<file path="src/rtl/bsc_pkg.sv">
// ============================================================================
// bsc_pkg: shared types and constants of the safety checker
// Default sizes, request codes, cell operations, cell control bundle and FSM states.
// ============================================================================
package bsc_pkg;

    localparam int BSC_MAX_PROCS = 16;
    localparam int BSC_MAX_RES   = 8;
    localparam int BSC_UNIT_BITS = 8;

    localparam logic [15:0] FREE_MAX = 16'hFFFF;

    // Request codes carried by func
    typedef enum logic [2:0] {
        FN_WR_ALLOC = 3'd0,
        FN_WR_MAX   = 3'd1,
        FN_WR_FREE  = 3'd2,
        FN_SET_CNT  = 3'd3,
        FN_CHECK    = 3'd4,
        FN_RECOVER  = 3'd5
    } func_t;

    // Operation applied to every cell of the row in the same cycle
    typedef enum logic [2:0] {
        CELL_HOLD     = 3'd0,
        CELL_WR_ALLOC = 3'd1,
        CELL_WR_MAX   = 3'd2,
        CELL_CLR_DONE = 3'd3,
        CELL_ROTATE   = 3'd4,
        CELL_SHIFT    = 3'd5
    } cell_op_t;

    typedef struct packed {
        cell_op_t op;
        logic     sel;   // write target, or take neighbor on shift
        logic     zero;  // clear masked columns on shift
    } cell_ctl_t;

    typedef enum logic [3:0] {
        ST_IDLE,
        ST_CHK_INIT,
        ST_CHK_START,
        ST_CHK_SCAN,
        ST_FINISH,
        ST_EMIT,
        ST_REC_SCAN,
        ST_REC_APPLY
    } state_t;

endpackage

</file>
<file path="src/rtl/bsc_cell.sv">
// ============================================================================
// bsc_cell: one process row of the checker
// Holds the allocation row, the max-claim row and the finished flag; loads
// from its neighbor on rotate and on the recovery shift.
// ============================================================================
module bsc_cell
    import bsc_pkg::*;
#(
    parameter int MAX_RES   = BSC_MAX_RES,
    parameter int UNIT_BITS = BSC_UNIT_BITS,
    parameter int RW        = (MAX_RES > 1) ? $clog2(MAX_RES) : 1
)
(
    input  logic                               clk,
    input  logic                               rst_n,
    input  cell_ctl_t                          ctl,
    input  logic [RW-1:0]                      wr_col,
    input  logic [UNIT_BITS-1:0]               wr_data,
    input  logic [MAX_RES-1:0]                 col_mask,
    input  logic [MAX_RES-1:0][UNIT_BITS-1:0]  nb_alloc,
    input  logic [MAX_RES-1:0][UNIT_BITS-1:0]  nb_max,
    input  logic                               nb_done,
    output logic [MAX_RES-1:0][UNIT_BITS-1:0]  alloc,
    output logic [MAX_RES-1:0][UNIT_BITS-1:0]  max_claim,
    output logic                               done
);

    logic [MAX_RES-1:0][UNIT_BITS-1:0] alloc_reg, alloc_next;
    logic [MAX_RES-1:0][UNIT_BITS-1:0] max_reg, max_next;
    logic                              done_reg, done_next;

    // Select next row contents
    always_comb
    begin
        alloc_next = alloc_reg;
        max_next   = max_reg;
        done_next  = done_reg;
        unique case (ctl.op)
            CELL_HOLD:
            begin
            end
            CELL_WR_ALLOC:
            begin
                if (ctl.sel)
                begin
                    alloc_next[wr_col] = wr_data;
                end
            end
            CELL_WR_MAX:
            begin
                if (ctl.sel)
                begin
                    max_next[wr_col] = wr_data;
                end
            end
            CELL_CLR_DONE:
            begin
                done_next = 1'b0;
            end
            CELL_ROTATE:
            begin
                alloc_next = nb_alloc;
                max_next   = nb_max;
                done_next  = nb_done;
            end
            CELL_SHIFT:
            begin
                for (int j = 0; j < MAX_RES; j++)
                begin
                    if (col_mask[j] && ctl.sel)
                    begin
                        alloc_next[j] = nb_alloc[j];
                        max_next[j]   = nb_max[j];
                    end
                    else if (col_mask[j] && ctl.zero)
                    begin
                        alloc_next[j] = '0;
                        max_next[j]   = '0;
                    end
                end
            end
            default:
            begin
            end
        endcase
    end

    // Hold row state
    always_ff @(posedge clk or negedge rst_n)
    begin
        if (!rst_n)
        begin
            alloc_reg <= '0;
            max_reg   <= '0;
            done_reg  <= 1'b0;
        end
        else
        begin
            alloc_reg <= alloc_next;
            max_reg   <= max_next;
            done_reg  <= done_next;
        end
    end

    assign alloc     = alloc_reg;
    assign max_claim = max_reg;
    assign done      = done_reg;

endmodule

</file>
<file path="config.mk">
export PLATFORM = sky130hd
export DESIGN_NAME = bsc_cell
export DESIGN_NICKNAME = d
export VERILOG_FILES = /design/src/rtl/bsc_pkg.sv /design/src/rtl/bsc_cell.sv
export SDC_FILE = /design/constraint.sdc
export NUM_CORES = 1
export LEC_CHECK = 0
export ABC_AREA = 1
export BUFFER_PORTS_ARGS = -buffer_cell sky130_fd_sc_hd__buf_2
export CAP_MARGIN = 20
export CORE_ASPECT_RATIO = 0.9
export CORE_MARGIN = 2
export CORE_UTILIZATION = 53
export CTS_CLUSTER_DIAMETER = 100
export DETAILED_ROUTE_END_ITERATION = 6
export GPL_ROUTABILITY_DRIVEN = 0
export GPL_TIMING_DRIVEN = 0
export PLACE_DENSITY = 0.95
export SKIP_CTS_REPAIR_TIMING = 1
export SYNTH_ARGS = -nofsm -noshare
export SYNTH_HDL_FRONTEND = slang
export SYNTH_SLANG_ARGS = --single-unit
</file>
<file path="constraint.sdc">
create_clock -name clk -period 0.9 [get_ports clk]
set_input_delay 0.135 -clock clk [delete_from_list [all_inputs] [get_ports clk]]
set_output_delay 0.135 -clock clk [all_outputs]
set_load 0.005 [all_outputs]
</file>
==> results of run 1 <==
==> worst register-to-register path: stages, from the launching register on <==
cell and delay (ns):
sky130_fd_sc_hd__dfrtp_1 0.42, sky130_fd_sc_hd__buf_4 0.15, sky130_fd_sc_hd__nand2_1 0.07, sky130_fd_sc_hd__nand2_1 0.07
==> area by class of cell <==
class / count / area (um2) / area share, %
repair buffers: 416 / 2690 / 23.7
flip-flops and latches: 129 / 3230 / 28.4
diodes: 1 / 2.50 / 0.0220
clock buffers: 25 / 505 / 4.45
well taps: 164 / 205 / 1.81
multi-input cells: 829 / 4160 / 36.6
clock inverters: 5 / 100 / 0.881
plain buffers: 23 / 287 / 2.52
inverters: 32 / 184 / 1.62
==> layout by cell type, fill, tap and decap left out, types with 6 or more instances in the layout <==
cell / count
sky130_fd_sc_hd__nand2_4: 21
sky130_fd_sc_hd__nor2_4: 29
sky130_fd_sc_hd__clkbuf_8: 6
sky130_fd_sc_hd__nand2_1: 574
sky130_fd_sc_hd__nand3_2: 18
sky130_fd_sc_hd__dfrtp_1: 129
sky130_fd_sc_hd__clkbuf_16: 22
sky130_fd_sc_hd__buf_4: 111
sky130_fd_sc_hd__inv_1: 19
sky130_fd_sc_hd__nand2_2: 45
sky130_fd_sc_hd__nand3_4: 11
sky130_fd_sc_hd__buf_2: 277
sky130_fd_sc_hd__nand3_1: 110
sky130_fd_sc_hd__buf_6: 27
sky130_fd_sc_hd__buf_12: 10
==> cell families (layout without fill, tap and decap cells) <==
logic type / after synthesis / after routing
AO/OA/AOI/OAI: 12 / 12
buffers and inverters: 55 / 501
flip-flops: 129 / 129
other: 0 / 1
AND/OR/NAND/NOR: 813 / 817
==> routing by layer <==
| layer | track usage [%] | up-vias | wire [um] |
|---|---|---|---|
| li1 | - | 4057 | - |
| met2 | 60.0 | 1072 | 15800 |
| met3 | 8.72 | 338 | 4670 |
| met4 | 16.9 | 0 | 3190 |
| met1 | 45.1 | 4488 | 11100 |
| met5 | 0 | - | 0 |
==> metrics by stage <==
step	setup slack (ns)	std cells	hold WS (ns)	power, uW
after floorplan	-0.0684	1009	-0.161	8710
after global placement	-2.00	1454	0.393	10400
after CTS	-0.659	1485	-0.308	17600
after global routing	-0.243	1624	-0.289	20000
after detailed placement	-1.05	1455	0.121	10500
final	-0.260	1624	-0.337	19500
==> worst paths after layout <==
check	endpoint	depth (start not counted)	slack (ns)	start
worst max-delay path	alloc[25]	1	-0.26	register
worst min-delay path	async pin	1	-0.34	rst_n
worst max register to register	register	3	0.08	register
worst min register to register	register	2	0.48	register
max in group asynchronous	async pin	2	0.44	rst_n
min in group clk	register	5	0	nb_max[43]
==> power breakdown <==
part	switching (uW)	internal, uW
sequential	528	6560
clock	2650	4690
combinational	2820	2260
total	6000	13500
==> metrics.json, run 1 <==
{
  "pin_count_of_the_biggest_net_entering_global_routing": {"value": 75},
  "ys_dominant_reg_cell": {"value": "sky130_fd_sc_hd__dfrtp_1"},
  "clk_root_buffer_cell": {"value": "sky130_fd_sc_hd__clkbuf_16"},
  "fp.dieArea": {"value": 14000, "unit": "um2"},
  "setup.worst_path.end_class": {"value": "output pin"},
  "clk_latency": {"value": 0.42, "unit": "ns"},
  "grtUsageTotal": {"value": 36.2, "unit": "%"},
  "synth_simple_gate_area_share": {"value": 48.4, "unit": "%"},
  "detail-route-antenna-nets": {"value": 0},
  "final_core_util": {"value": 89.2, "unit": "%"},
  "fin_crit_share": {"value": 129, "unit": "%"},
  "cellLeakagePower": {"value": 0.00695, "unit": "uW"},
  "grt_pass1_wl": {"value": 39500, "unit": "um"},
  "ctsHtreeMaxLevel": {"value": 4},
  "max-vdd-ir-drop": {"value": 1.56, "unit": "mV"},
  "initial_antenna_violation_count": {"value": 1},
  "detail_route.iter0.violations": {"value": 1553},
  "cts_inserted_buffers": {"value": 17},
  "dp_hpwl": {"value": 17800, "unit": "um"},
  "worst_path_dominant_cell_family": {"value": "flip-flops"},
  "maxCapViolCount": {"value": 0},
  "timing.critical_path.slowest_stage_cell": {"value": "sky130_fd_sc_hd__dfrtp_1"},
  "drt_wl_total": {"value": 34800, "unit": "um"},
  "core-area": {"value": 12700, "unit": "um2"},
  "drcViolationCount": {"value": 14},
  "post_route_cells_drive_above_1_share": {"value": 42.4, "unit": "%"},
  "tightestPinTransition": {"value": 0.545, "unit": "ns"},
  "vias_per_cell": {"value": 6.13},
  "portBuffers": {"value": 281},
  "routed_wire_length_per_instance": {"value": 21.4, "unit": "um"},
  "unrepaired_setup_endpoints_after_global_routing": {"value": "true"},
  "finish.net_count": {"value": 1603},
  "cts.sinks": {"value": 129},
  "critPathLaunchType": {"value": "register"},
  "critPathKind": {"value": "register to output pin"},
  "die-width": {"value": 124, "unit": "um"},
  "post_synth_num_cell_types": {"value": 20},
  "post-synth-top-area-cell": {"value": "sky130_fd_sc_hd__dfrtp_1"},
  "setup-violations-final": {"value": 207},
  "clock-skew-final": {"value": 0, "unit": "ns"},
  "post_synth_most_frequent_cells": {"value": "sky130_fd_sc_hd__nand2_1, sky130_fd_sc_hd__nand3_1, sky130_fd_sc_hd__dfrtp_1"},
  "via_count": {"value": 9955},
  "syn-cell-area": {"value": 6920, "unit": "um2"},
  "synthTopCellsByArea": {"value": "sky130_fd_sc_hd__dfrtp_1, sky130_fd_sc_hd__nand2_1, sky130_fd_sc_hd__nand3_1"},
  "fill_cells": {"value": 555},
  "tritoncts_clock_tree": {"value": "built"},
  "timing.final.max_slew_violations": {"value": 0},
  "die_height": {"value": 112, "unit": "um"},
  "yosysMostFrequentCell": {"value": "sky130_fd_sc_hd__nand2_1"},
  "maxSlewHeadroom": {"value": 63.6, "unit": "%"},
  "max-clock-path-buffers": {"value": 2},
  "yosys_warnings": {"value": 0},
  "synthesis.instances": {"value": 1009},
  "count_of_endpoints_failing_hold_in_the_final_timing_report": {"value": 55},
  "area.growth.synth_to_final": {"value": 64.1, "unit": "%"},
  "layout.cell_area.non_filler": {"value": 11400, "unit": "um2"},
  "combinational_family_with_the_most_area_after_synthesis": {"value": "simple AND/OR/NAND/NOR gates"},
  "synth_seq_area_share": {"value": 46.6, "unit": "%"},
  "clock_transition_at_the_registers_of_the_reported_paths": {"value": 0.06, "unit": "ns"},
  "timing.hold.ws": {"value": -0.337, "unit": "ns"},
  "critical-path-max-stage-delay": {"value": 0.44, "unit": "ns"},
  "worst_hold_path_type": {"value": "input port to async pin"},
  "crit_arrival": {"value": 1.02, "unit": "ns"},
  "finalSetupTns": {"value": -28.03, "unit": "ns"},
  "violations": {"value": "DRC, hold timing, setup timing"},
  "synth_enable_flop_cells": {"value": 0},
  "post_layout_worst_setup_margin": {"value": -0.260, "unit": "ns"},
  "outcome": {"value": "finished, violations left"},
  "gr_ovfl_total": {"value": 0},
  "start_util": {"value": 54.4, "unit": "%"},
  "pwr_density_cell": {"value": 1720, "unit": "nW/um2"},
  "synth_compound_area_share": {"value": 1.08, "unit": "%"},
  "num_io_pins": {"value": 284},
  "via_count_of_the_first_global_routing_pass": {"value": 7726},
  "synth_fp_nets": {"value": 1164},
  "critical_path_required": {"value": 0.76, "unit": "ns"},
  "ordered_cell_list_for_the_critical_path": {"value": "buf_2"},
  "core.rowCount": {"value": 39},
  "yosys.area_share.xor_xnor": {"value": 0, "unit": "%"},
  "synth_largest_type_area_fraction": {"value": 46.6, "unit": "%"},
  "drt-pass1-iter-count": {"value": 7},
  "period_minus_slack": {"value": 1.16, "unit": "ns"},
  "synth.area.mux_share": {"value": 0, "unit": "%"},
  "syn_area_per_cell": {"value": 6.86, "unit": "um2"},
  "count_of_state_elements_after_synthesis": {"value": 129},
  "timing.critical_path.buf_inv": {"value": 1},
  "dpl_cell_area": {"value": 8940, "unit": "um2"},
  "maxClockFrequency": {"value": 862, "unit": "MHz"},
  "synthArstFlopShare": {"value": 100, "unit": "%"},
  "synth-adder-area-share": {"value": 0, "unit": "%"},
  "critical_path_peak_fanout": {"value": 2}
}
Power figures use the tool's default switching activity.
==> run 2: changes to the inputs <==
Settings changed: REMOVE_ABC_BUFFERS from default to 1.
==> run 2 against run 1 <==
The flow finishes with violations (hold timing, setup timing). Register-to-register slack gained 0.08 ns. Global-route usage is 1.9 points lower. Via count decreased by 9.2%. Clock-buffer cell count decreased by 5. Clock power barely moved. Non-clock buffer count down 87. Critical endpoint is now max_claim[11].
==> metrics.json, run 2 (synthesized netlist as in run 1, its figures left out) <==
{
  "critical_path_required": {"value": 0.76, "unit": "ns", "change": "about the same"},
  "maxSlewHeadroom": {"value": 53.9, "unit": "%", "change": "-9.7 points"},
  "period_minus_slack": {"value": 1.14, "unit": "ns", "change": "-0.0227 ns"},
  "dp_hpwl": {"value": 17200, "unit": "um", "change": "-3.4%"},
  "r2r_slack": {"value": 0.16, "unit": "ns", "change": "+0.08 ns"},
  "crit_end": {"value": "max_claim[11]"},
  "worst_hold_path_type": {"value": "input port to async pin"},
  "worstSetupPathDepth": {"value": 1, "change": "unchanged"},
  "clk_latency": {"value": 0.42, "unit": "ns", "change": "about the same"},
  "crit_arrival": {"value": 1.00, "unit": "ns", "change": "-0.02 ns"},
  "power_report.internal_total": {"value": 13000, "unit": "uW", "change": "-4.0%"},
  "start_util": {"value": 54.4, "unit": "%", "change": "unchanged"},
  "drt-pass1-iter-count": {"value": 6, "change": "-1"},
  "fp.dieArea": {"value": 14000, "unit": "um2", "change": "unchanged"},
  "post_layout_worst_setup_margin": {"value": -0.237, "unit": "ns", "change": "+0.0227 ns"},
  "ordered_cell_list_for_the_critical_path": {"value": "buf_2"},
  "count_of_endpoints_failing_hold_in_the_final_timing_report": {"value": 54, "change": "-1.8%"},
  "seq_power_share": {"value": 37.6, "unit": "%", "change": "+1.3 points"},
  "core.rowCount": {"value": 39, "change": "unchanged"},
  "gr_ovfl_total": {"value": 0, "change": "unchanged"},
  "drcViolationCount": {"value": 0, "change": "-14"},
  "timing.critical_path.buf_inv": {"value": 1, "change": "unchanged"},
  "timing.critical_path.slowest_stage_cell": {"value": "sky130_fd_sc_hd__dfrtp_1"},
  "dp_slack": {"value": -1.22, "unit": "ns", "change": "-0.170 ns"},
  "setup.worst_path.end_class": {"value": "output pin"},
  "pwr_density_cell": {"value": 1720, "unit": "nW/um2", "change": "+0.33%"},
  "outcome": {"value": "finished, violations left"},
  "ctsHtreeMaxLevel": {"value": 4, "change": "unchanged"},
  "critical_path_peak_fanout": {"value": 2, "change": "unchanged"},
  "tightestPinTransition": {"value": 0.689, "unit": "ns", "change": "+0.144 ns"},
  "power.share.clock": {"value": 39.2, "unit": "%", "change": "+1.6 points"},
  "unrepaired_setup_endpoints_after_global_routing": {"value": "true"},
  "violations": {"value": "hold timing, setup timing"},
  "combPwrFrac": {"value": 23.3, "unit": "%", "change": "-2.7 points"},
  "final_common_cell": {"value": "sky130_fd_sc_hd__nand2_1"},
  "finish.net_count": {"value": 1515, "change": "-5.5%"},
  "worst_path_dominant_cell_family": {"value": "flip-flops"},
  "portBuffers": {"value": 283, "change": "+0.71%"},
  "cellLeakagePower": {"value": 0.00668, "unit": "uW", "change": "-3.8%"},
  "timing.hold.ws": {"value": -0.347, "unit": "ns", "change": "-0.0108 ns"},
  "detail-route-antenna-nets": {"value": 0, "change": "unchanged"},
  "tritoncts_clock_tree": {"value": "built"},
  "via_count": {"value": 9039, "change": "-9.2%"},
  "area.growth.synth_to_final": {"value": 57.7, "unit": "%"},
  "cts_inserted_buffers": {"value": 17, "change": "unchanged"},
  "clock-skew-final": {"value": 0, "unit": "ns", "change": "unchanged"},
  "num_io_pins": {"value": 284, "change": "unchanged"},
  "grt_pass1_wl": {"value": 37400, "unit": "um", "change": "-5.4%"},
  "power.total": {"value": 18800, "unit": "uW", "change": "-3.6%"},
  "pin_count_of_the_biggest_net_entering_global_routing": {"value": 77, "change": "+2.7%"},
  "grtUsageTotal": {"value": 34.2, "unit": "%", "change": "-1.9 points"},
  "power_switching_share": {"value": 31.1, "unit": "%", "change": "+0.31 points"},
  "critPathLaunchType": {"value": "register"},
  "die-width": {"value": 124, "unit": "um", "change": "unchanged"},
  "cts.sinks": {"value": 129, "change": "unchanged"},
  "max-clock-path-buffers": {"value": 2, "change": "unchanged"},
  "dpl_cell_area": {"value": 8500, "unit": "um2", "change": "-4.9%"},
  "critical-path-max-stage-delay": {"value": 0.42, "unit": "ns", "change": "-0.02 ns"},
  "layout.cell_area.non_filler": {"value": 10900, "unit": "um2", "change": "-3.9%"},
  "max-vdd-ir-drop": {"value": 1.26, "unit": "mV", "change": "-19%"},
  "initial_antenna_violation_count": {"value": 0, "change": "-1"},
  "final_cell_mix": {"value": "sky130_fd_sc_hd__nand2_1, sky130_fd_sc_hd__buf_2, sky130_fd_sc_hd__dfrtp_1"},
  "detail_route.iter0.violations": {"value": 1016, "change": "-35%"},
  "setup-violations-final": {"value": 250, "change": "+21%"},
  "fill_cells": {"value": 627, "change": "+13%"},
  "routed_wire_length_per_instance": {"value": 19.9, "unit": "um", "change": "-6.9%"},
  "clock_transition_at_the_registers_of_the_reported_paths": {"value": 0.07, "unit": "ns", "change": "about the same"},
  "vias_per_cell": {"value": 5.88, "change": "-4.1%"},
  "clk_root_buffer_cell": {"value": "sky130_fd_sc_hd__clkbuf_16"},
  "via_count_of_the_first_global_routing_pass": {"value": 7364, "change": "-4.7%"},
  "worstRegToRegCells": {"value": 2, "change": "-1"},
  "timing.final.max_slew_violations": {"value": 0, "change": "unchanged"},
  "maxCapViolCount": {"value": 0, "change": "unchanged"},
  "die_height": {"value": 112, "unit": "um", "change": "unchanged"},
  "drt_wl_total": {"value": 30600, "unit": "um", "change": "-12%"},
  "core-area": {"value": 12700, "unit": "um2", "change": "unchanged"},
  "post_route_cells_drive_above_1_share": {"value": 42.2, "unit": "%", "change": "-0.11 points"},
  "maxClockFrequency": {"value": 879, "unit": "MHz", "change": "+2.0%"},
  "finalSetupTns": {"value": -31.80, "unit": "ns", "change": "-3.77 ns"},
  "antenna-diode-count": {"value": 0, "change": "-1"},
  "power.net_switching": {"value": 5840, "unit": "uW", "change": "-2.6%"},
  "critPathKind": {"value": "register to output pin"},
  "fin_crit_share": {"value": 126, "unit": "%", "change": "-2.5 points"}
}
run 2: worst min-delay path by stage:
stage / startpoint / to / slack (ns) / cells after the start
final: rst_n / async pin / -0.35 / 1
after floorplan: rst_n / async pin / -0.16 / 0
after detailed placement: rst_n / async pin / 0.12 / 1
after CTS: rst_n / async pin / -0.33 / 1
after global routing: rst_n / async pin / -0.30 / 1
after global placement: nb_done / done / 0.38 / 3
run 2: through the flow:
stage                     std cells  utilization (%)
after global placement         1433             65.9
after floorplan                 986                -
after detailed placement       1438             66.8
final                          1537             85.7
after CTS                      1470             71.6
after global routing           1537             85.7
run 2: power groups by stage:
stage | combinational (uW) | sequential (uW) | clock (uW)
after global placement | 3080 | 7060 | 0
after detailed placement | 3250 | 7060 | 0
after floorplan | 1360 | 7100 | 0
after global routing | 4660 | 7110 | 7530
final | 4380 | 7070 | 7370
after CTS | 3270 | 6990 | 7260
run 2: final cells by class:
| type | instances | area [um2] | area share, % |
|---|---|---|---|
| Clock buffer | 20 | 467 | 4.27 |
| Clock inverter | 12 | 156 | 1.43 |
| Inverter | 32 | 180 | 1.65 |
| Multi-Input combinational cell | 828 | 4300 | 39.4 |
| Sequential cell | 129 | 3230 | 29.6 |
| Tap cell | 164 | 205 | 1.88 |
| Timing Repair Buffer | 352 | 2380 | 21.8 |
run 2: routing by layer:
layer / GRT usage, % / wire length (um) / vias up
li1: - / - / 3886
met1: 41.7 / 10300 / 4140
met2: 57.3 / 14400 / 814
met3: 8.91 / 3890 / 199
met4: 16.3 / 2020 / 0
met5: 0 / 0 / -
